--- src/rtl/core/keyed_scan_cache_oldest_evict_defines.svh ---
// Assertion macros for the keyed sighting cache.
// Included by files that carry concurrent checks; no other dependencies.
`ifndef KEYED_SCAN_CACHE_OLDEST_EVICT_DEFINES_SVH
`define KEYED_SCAN_CACHE_OLDEST_EVICT_DEFINES_SVH
`ifndef SYNTHESIS
`define KSCO_ASSERT_IMPLY(lbl, clk, rst, a, b) \
   lbl: assert property (@(posedge clk) disable iff (rst) (a) |-> (b)) \
      else $error("ksco check failed");
`define KSCO_ASSERT_NEXT(lbl, clk, rst, a, b) \
   lbl: assert property (@(posedge clk) disable iff (rst) (a) |=> (b)) \
      else $error("ksco check failed");
`else
`define KSCO_ASSERT_IMPLY(lbl, clk, rst, a, b)
`define KSCO_ASSERT_NEXT(lbl, clk, rst, a, b)
`endif
`endif

--- src/rtl/core/ksco_pkg.sv ---
// Shared widths, codes and types of the keyed sighting cache.
// No dependencies; used by ksco_cell and the top level.
package ksco_pkg;
   localparam int ADDR_W    = 48;
   localparam int STAMP_W   = 32;
   localparam int DBM_W     = 8;
   localparam int STATUS_W  = 3;
   localparam int SLOT_W    = 5;
   localparam int DEFAULT_ENTRIES = 32;

   localparam logic [STAMP_W-1:0] STALE_LIMIT_RESET = 32'd10000;
   localparam logic [DBM_W-1:0]   DBM_NONE = 8'h80;

   localparam logic CMD_UPDATE = 1'b0;
   localparam logic CMD_LOOKUP = 1'b1;

   localparam logic [STATUS_W-1:0] ST_REFRESH = 3'd0;
   localparam logic [STATUS_W-1:0] ST_FILL    = 3'd1;
   localparam logic [STATUS_W-1:0] ST_EVICT   = 3'd2;
   localparam logic [STATUS_W-1:0] ST_HIT     = 3'd3;
   localparam logic [STATUS_W-1:0] ST_STALE   = 3'd4;
   localparam logic [STATUS_W-1:0] ST_MISS    = 3'd5;

   // query and running scan results passed cell to cell
   typedef struct packed {
      logic               active;
      logic               cmd;
      logic [ADDR_W-1:0]  addr;
      logic               kind;
      logic [DBM_W-1:0]   dbm;
      logic [STAMP_W-1:0] now;
      logic               match_hit;
      logic [DBM_W-1:0]   match_dbm;
      logic [STAMP_W-1:0] match_stamp;
      logic               free_hit;
      logic [STAMP_W-1:0] best_stamp;
   } probe_type;

   // entry write broadcast to every cell
   typedef struct packed {
      logic               en;
      logic [ADDR_W-1:0]  addr;
      logic               kind;
      logic [DBM_W-1:0]   dbm;
      logic [STAMP_W-1:0] stamp;
   } wr_type;
endpackage

--- src/rtl/core/ksco_cell.sv ---
// One cache entry plus one registered scan stage of the cell chain.
// Depends on ksco_pkg.
module ksco_cell #(
   parameter int IDX_W    = 5,
   parameter int CELL_IDX = 0
) (
   input  logic                clock,
   input  logic                reset,
   input  ksco_pkg::probe_type up_scan,
   input  logic [IDX_W-1:0]    up_match_idx,
   input  logic [IDX_W-1:0]    up_free_idx,
   input  logic [IDX_W-1:0]    up_best_idx,
   output ksco_pkg::probe_type dn_scan,
   output logic [IDX_W-1:0]    dn_match_idx,
   output logic [IDX_W-1:0]    dn_free_idx,
   output logic [IDX_W-1:0]    dn_best_idx,
   input  ksco_pkg::wr_type    wr,
   input  logic [IDX_W-1:0]    wr_idx
);
   localparam logic [IDX_W-1:0] MY_IDX = IDX_W'(CELL_IDX);

   logic                          valid_ff;
   logic [ksco_pkg::ADDR_W-1:0]   addr_ff;
   logic                          kind_ff;
   logic [ksco_pkg::DBM_W-1:0]    dbm_ff;
   logic [ksco_pkg::STAMP_W-1:0]  stamp_ff;

   ksco_pkg::probe_type scan_ff, scan_in;
   logic [IDX_W-1:0] match_idx_ff, match_idx_in;
   logic [IDX_W-1:0] free_idx_ff, free_idx_in;
   logic [IDX_W-1:0] best_idx_ff, best_idx_in;
   logic hit_here;

   assign hit_here = valid_ff && (kind_ff == up_scan.kind) && (addr_ff == up_scan.addr);

   always_comb begin
      scan_in      = up_scan;
      match_idx_in = up_match_idx;
      free_idx_in  = up_free_idx;
      best_idx_in  = up_best_idx;
      if (!up_scan.match_hit && hit_here) begin
         scan_in.match_hit   = 1'b1;
         scan_in.match_dbm   = dbm_ff;
         scan_in.match_stamp = stamp_ff;
         match_idx_in        = MY_IDX;
      end
      if (!up_scan.free_hit && !valid_ff) begin
         scan_in.free_hit = 1'b1;
         free_idx_in      = MY_IDX;
      end
      if (stamp_ff < up_scan.best_stamp) begin
         scan_in.best_stamp = stamp_ff;
         best_idx_in        = MY_IDX;
      end
   end

   always_ff @(posedge clock) begin
      if (reset) begin
         scan_ff.active <= 1'b0;
      end else begin
         scan_ff.active <= scan_in.active;
      end
      scan_ff.cmd         <= scan_in.cmd;
      scan_ff.addr        <= scan_in.addr;
      scan_ff.kind        <= scan_in.kind;
      scan_ff.dbm         <= scan_in.dbm;
      scan_ff.now         <= scan_in.now;
      scan_ff.match_hit   <= scan_in.match_hit;
      scan_ff.match_dbm   <= scan_in.match_dbm;
      scan_ff.match_stamp <= scan_in.match_stamp;
      scan_ff.free_hit    <= scan_in.free_hit;
      scan_ff.best_stamp  <= scan_in.best_stamp;
      match_idx_ff        <= match_idx_in;
      free_idx_ff         <= free_idx_in;
      best_idx_ff         <= best_idx_in;
   end

   always_ff @(posedge clock) begin
      if (reset) begin
         valid_ff <= 1'b0;
      end else if (wr.en && (wr_idx == MY_IDX)) begin
         valid_ff <= 1'b1;
      end
      if (wr.en && (wr_idx == MY_IDX)) begin
         addr_ff  <= wr.addr;
         kind_ff  <= wr.kind;
         dbm_ff   <= wr.dbm;
         stamp_ff <= wr.stamp;
      end
   end

   assign dn_scan      = scan_ff;
   assign dn_match_idx = match_idx_ff;
   assign dn_free_idx  = free_idx_ff;
   assign dn_best_idx  = best_idx_ff;
endmodule

--- config.mk ---
export PLATFORM = sky130hd
export DESIGN_NAME = ksco_cell
export DESIGN_NICKNAME = d
export VERILOG_FILES = /design/src/rtl/core/keyed_scan_cache_oldest_evict_defines.svh /design/src/rtl/core/ksco_pkg.sv /design/src/rtl/core/ksco_cell.sv
export SDC_FILE = /design/constraint.sdc
export NUM_CORES = 1
export LEC_CHECK = 0
export CORE_AREA = 5 5 177 179
export CTS_CLUSTER_DIAMETER = 120
export DETAILED_ROUTE_END_ITERATION = 10
export DIE_AREA = 0 0 182 184
export DONT_BUFFER_PORTS = 1
export MAX_ROUTING_LAYER = met4
export SLEW_MARGIN = 10
export SYNTH_ARGS = -nofsm -noshare
export SYNTH_HDL_FRONTEND = slang
export SYNTH_SLANG_ARGS = --single-unit
export TNS_END_PERCENT = 50
--- constraint.sdc ---
create_clock -name clock -period 9.75 [get_ports clock]
set_input_delay 2.925 -clock clock [delete_from_list [all_inputs] [get_ports clock]]
set_output_delay 2.925 -clock clock [all_outputs]
set_load 0.01 [all_outputs]
## Word level (Yosys, flattened, before mapping)

Cells that the tools add are included.

- Equal/unequal tests: 2
- Mux-type cells: 2
- Magnitude comparators: 1
- Reductions and logical operators: 9

Operator list:

| cell | number |
|---|---|
| 48-bit == test | 1 |
| 40-bit two-way mux | 1 |
| 32-bit less-than comparator | 1 |
| 32-bit two-way mux | 1 |
| 1-bit logical AND | 5 |
| 5-bit zero test | 1 |
| 1-bit zero test | 3 |
| 1-bit == test | 1 |

- Output and inout port bits: 180
- Logic and storage cells: 33
- Bits of input ports: 277
- Register bits: 270

## Depth between registers and ports, before layout

- Depth in word-level cells: 5
- Depth in mapped cells: 9
- Depth with buffers taken out: 8

## Least setup slack after synthesis

No wires, ideal clock.

- Path kind: input-to-reg
- Start point: input wr_idx[3]
- End point: register addr_ff[0] (netlist bit) (enable)
- Library setup time: 649 ps
- Path slack: -572 ps
- Cell stages on the path: 2
- Data arrival time: 9673 ps
- Cell sequence: or4b_2 nor3_1

- Longest elaborated chain between the ends: 2

Ends and longest elaborated chain:

| what | RTL line | text |
|---|---|---|
| from (decl) | ksco_cell.sv:18 | `input logic [IDX_W-1:0] wr_idx` |
| 5-bit zero test | ksco_cell.sv:84 | `if (wr.en && (wr_idx == MY_IDX)) begin` |
| 1-bit logical AND | ksco_cell.sv:84 |  |
| to (signal assigned) | ksco_cell.sv:85 | `addr_ff <= wr.addr;` |
| to (decl) | ksco_cell.sv:23 | `logic [ksco_pkg::ADDR_W-1:0] addr_ff;` |

No other way between the ends.
A chain may end at the register's enable or synchronous reset.

==> key figures <==
Global route
  – First-pass GRT wire length: around 32 mm
  – Largest net degree at the start of global routing: between 40 and 50
  – GR Overflow Total: 0
  – Initial antenna violation count: 3
  – Vias in the first global route: between 4000 and 5000
  – Overall Global Routing Usage: 0.132

CTS
  – CTS H-tree depth: 1
  – Worst-Skew Late Latency: ~0.54 ns
  – Clock slew at the register clock pins of the worst setup and hold paths: ~0.060 ns
  – TritonCTS buffer count: 27
  – Root Driver: clkbuf_16
  – CTS tree: built
  – CTS max path bufs: 3
  – Clock sink count: 270
  – Cts hold-fix bufs: 0
  – Post-cts repair resize count: 0
  – Setup Fix Bufs, Post-CTS: 0

Synthesis
  – Ys async rst share: 0
  – Post-synth cell types: 37
  – Synth Area in Compound Gates: 0.0220
  – Synth warnings: 0
  – Largest family of logic cells by synthesized area: multiplexers
  – Synth top area share: 0.419
  – Mapped Cells: around 550
  – Top_reg_cell synth: dfxtp_1
  – Post-Synth Simple-Gate Area: 0.0444
  – Synth Register Bits: 270
  – Synth Area in Adders: 0.0448
  – Seq/Total Area, Yosys: 0.728
  – Synth area leader: dfxtp_1
  – Post-Syn Area: approximately 0.0087 mm^2
  – Post-synth EDFFs: around 90
  – Syn_area_per_cell: between 15 and 20 um^2
  – Multiplexer area fraction after synthesis: 0.0937
  – Post-Synth XOR/XNOR Area: 0.0466
  – Dominant cells by area after synthesis: dfxtp_1, edfxtp_1, mux2_2, ha_1, xnor2_1
  – Syn nets: between 800 and 900

STA
  – Final Setup Violations: 0
  – Fin crit share: 0.541
  – Setup TNS: 0 ns
  – Slew headroom: 0.537
  – RSZ-0062 raised after global routing: no
  – Final setup margin: about 4.5 ns
  – F_max: ~190 MHz
  – Tightest Pin Transition: about 0.69 ns
  – Fin Clk Skew: 0.0293 ns
  – Slew Viols, Final: 0
  – Final hold vios: 0
  – Fin crit period: about 5.3 ns

Setup path
  – Req. time, crit path: 10.15 ns
  – CP peak stage delay: 0.64 ns
  – Crit Path Max Fanout: 24
  – CP max-delay cell: a211oi_4
  – Crit path launch type: primary input
  – CP Class: in -> reg
  – Crit end category: register
  – FF-to-FF setup slack: 6.46 ns
  – Crit-path cells: inv_1 > ha_1 > a21o_1 > a221oi_1 > o31ai_1 > a211o_1 > a211oi_4 > buf_4 > mux2_2
  – CP Data Arrival Time: ~5.7 ns

Die
  – Die ar.: about 0.033 mm^2
  – Vert. Die Dim: around 180 um
  – Num rows: 63
  – Starting Density: 0.294
  – # IOs: 457
  – Core area: 0.0294 mm^2
  – Die width: roughly 180 um

Layout
  – Final net count: around 880
  – Area growth syn-to-layout: 15.8%
  – Commonest non-fill, non-tap cell in the layout: dfxtp_1
  – Layout cells sized above 1: 0.205
  – Leading cell types in the layout, fill and taps excluded: dfxtp_1, edfxtp_1, mux2_2
  – Core Util, Final: 0.341
  – Design Area, Final: 0.0100 mm^2
  – Fill count: 2813

Drt
  – Wire per inst: around 23 um
  – DRT Wirelength: about 23 mm
  – Met2 routed WL: 12.2 mm
  – M1 WL: just under 8 mm
  – Initial DRT Pass Iterations: 4
  – Initial DRC Count: approximately 150
  – Via count: ~4300
  – Vias per cell: about 4.4
  – Top Metal Used: met4
  – Drc violations: 0
  – Final antenna-violating net count: 0
  – Met3 wire len: about 2.6 mm

Pwr
  – Pwr dens: 231 mW/mm^2
  – Worst vdd ir: about 0.15 mV
  – Static Leak: approximately 0.0038 uW

Worst hold path
  – Hold WC Path Type: reg -> reg

Placement
  – DP Wirelength: 18.4 mm
  – DP Area: ~0.0091 mm^2
  – Pre-CTS WS: slightly below 4 ns
  – Port Buffers: 0
  – GP Congestion: around 0.83

Status
  – Outcome: completed

Job
  – Max-cap violations: 0
## cell type report
type                            count  area [um^2]  share of cell area
Timing Repair Buffer                5         37.5             0.00375
Sequential cell                   270         6300               0.628
Multi-Input combinational cell    236         2190               0.218
Tap cell                          390          488              0.0487
Inverter                           34          128              0.0127
Clock buffer                       37          776              0.0774
Antenna cell                        2         5.00            0.000499
Clock inverter                     13          105              0.0105
## metrics by stage
| step | hold slack [ns] | cells | total power (uW) |
|---|---|---|---|
| CTS | 0.452 | 985 | 2350 |
| detailed placement | 0.446 | 935 | 1340 |
| floorplan | 0.392 | 547 | 1320 |
| global placement | 0.432 | 935 | 1340 |
| finish | 0.440 | 987 | 2310 |
| global route | 0.471 | 987 | 2410 |
## metal layers
| metal | up-vias | track usage |
|---|---|---|
| li1 | 1975 | - |
| met1 | 2021 | 0.134 |
| met2 | 280 | 0.239 |
| met3 | 23 | 0.0562 |
| met4 | 0 | 0.0264 |
| met5 | - | - |
## cells by family (layout without fill, tap and decap cells)
group / after synthesis / in the layout
buffers and inverters: 41 / 89
adders and majority gates: 31 / 31
muxes: 72 / 72
AOI/OAI and AO/OA: 25 / 25
xor gates and xnor gates: 46 / 46
DFF: 270 / 270
other: 0 / 2
and+or+nand+nor: 62 / 62
## sequential cells by signal, summed over array words and instances, names as in the netlist, 5 cells and up
signal	cells
addr_ff	48
dbm_ff	8
dn_best_idx	5
dn_free_idx	5
dn_match_idx	5
dn_scan	165
stamp_ff	32
## worst max-delay path, delay by kind of cell
kind            cells  cell delay [ns]
fa+ha+maj           1             0.29
mux                 1             0.39
compound gates      5             1.61
buf+inv             2             0.47
## cell usage after synthesis (2+ instances only)
| master | n |
|---|---|
| a221o_1 | 2 |
| and4_1 | 3 |
| nand2_1 | 6 |
| nor4_1 | 7 |
| nand4_1 | 11 |
| buf_6 | 3 |
| dfxtp_1 | 181 |
| mux2_2 | 68 |
| o21ai_0 | 3 |
| a221oi_1 | 2 |
| a21oi_1 | 8 |
| nor2b_1 | 17 |
| mux2_1 | 4 |
| buf_2 | 4 |
| ha_1 | 31 |
| xor2_1 | 22 |
| a21o_1 | 3 |
| edfxtp_1 | 89 |
| nor2_1 | 7 |
| xnor2_1 | 24 |
| nand3_1 | 3 |
| inv_1 | 34 |
## where the power goes
part	total, uW	switching [uW]	internal (uW)	leakage (uW)
clock network	1000	417	587	0.000438
logic	59.1	25.4	33.7	0.00106
registers	1250	43.5	1210	0.00233
## worst paths after layout
path	startpoint	to	depth (start not counted)
max	up_scan[6]	dn_scan[20]	9
min	valid_ff	dn_scan[32]	1
max reg2reg	stamp_ff[7]	dn_scan[20]	8
min reg2reg	valid_ff	dn_scan[32]	1
(Power assumes the default switching activity.)
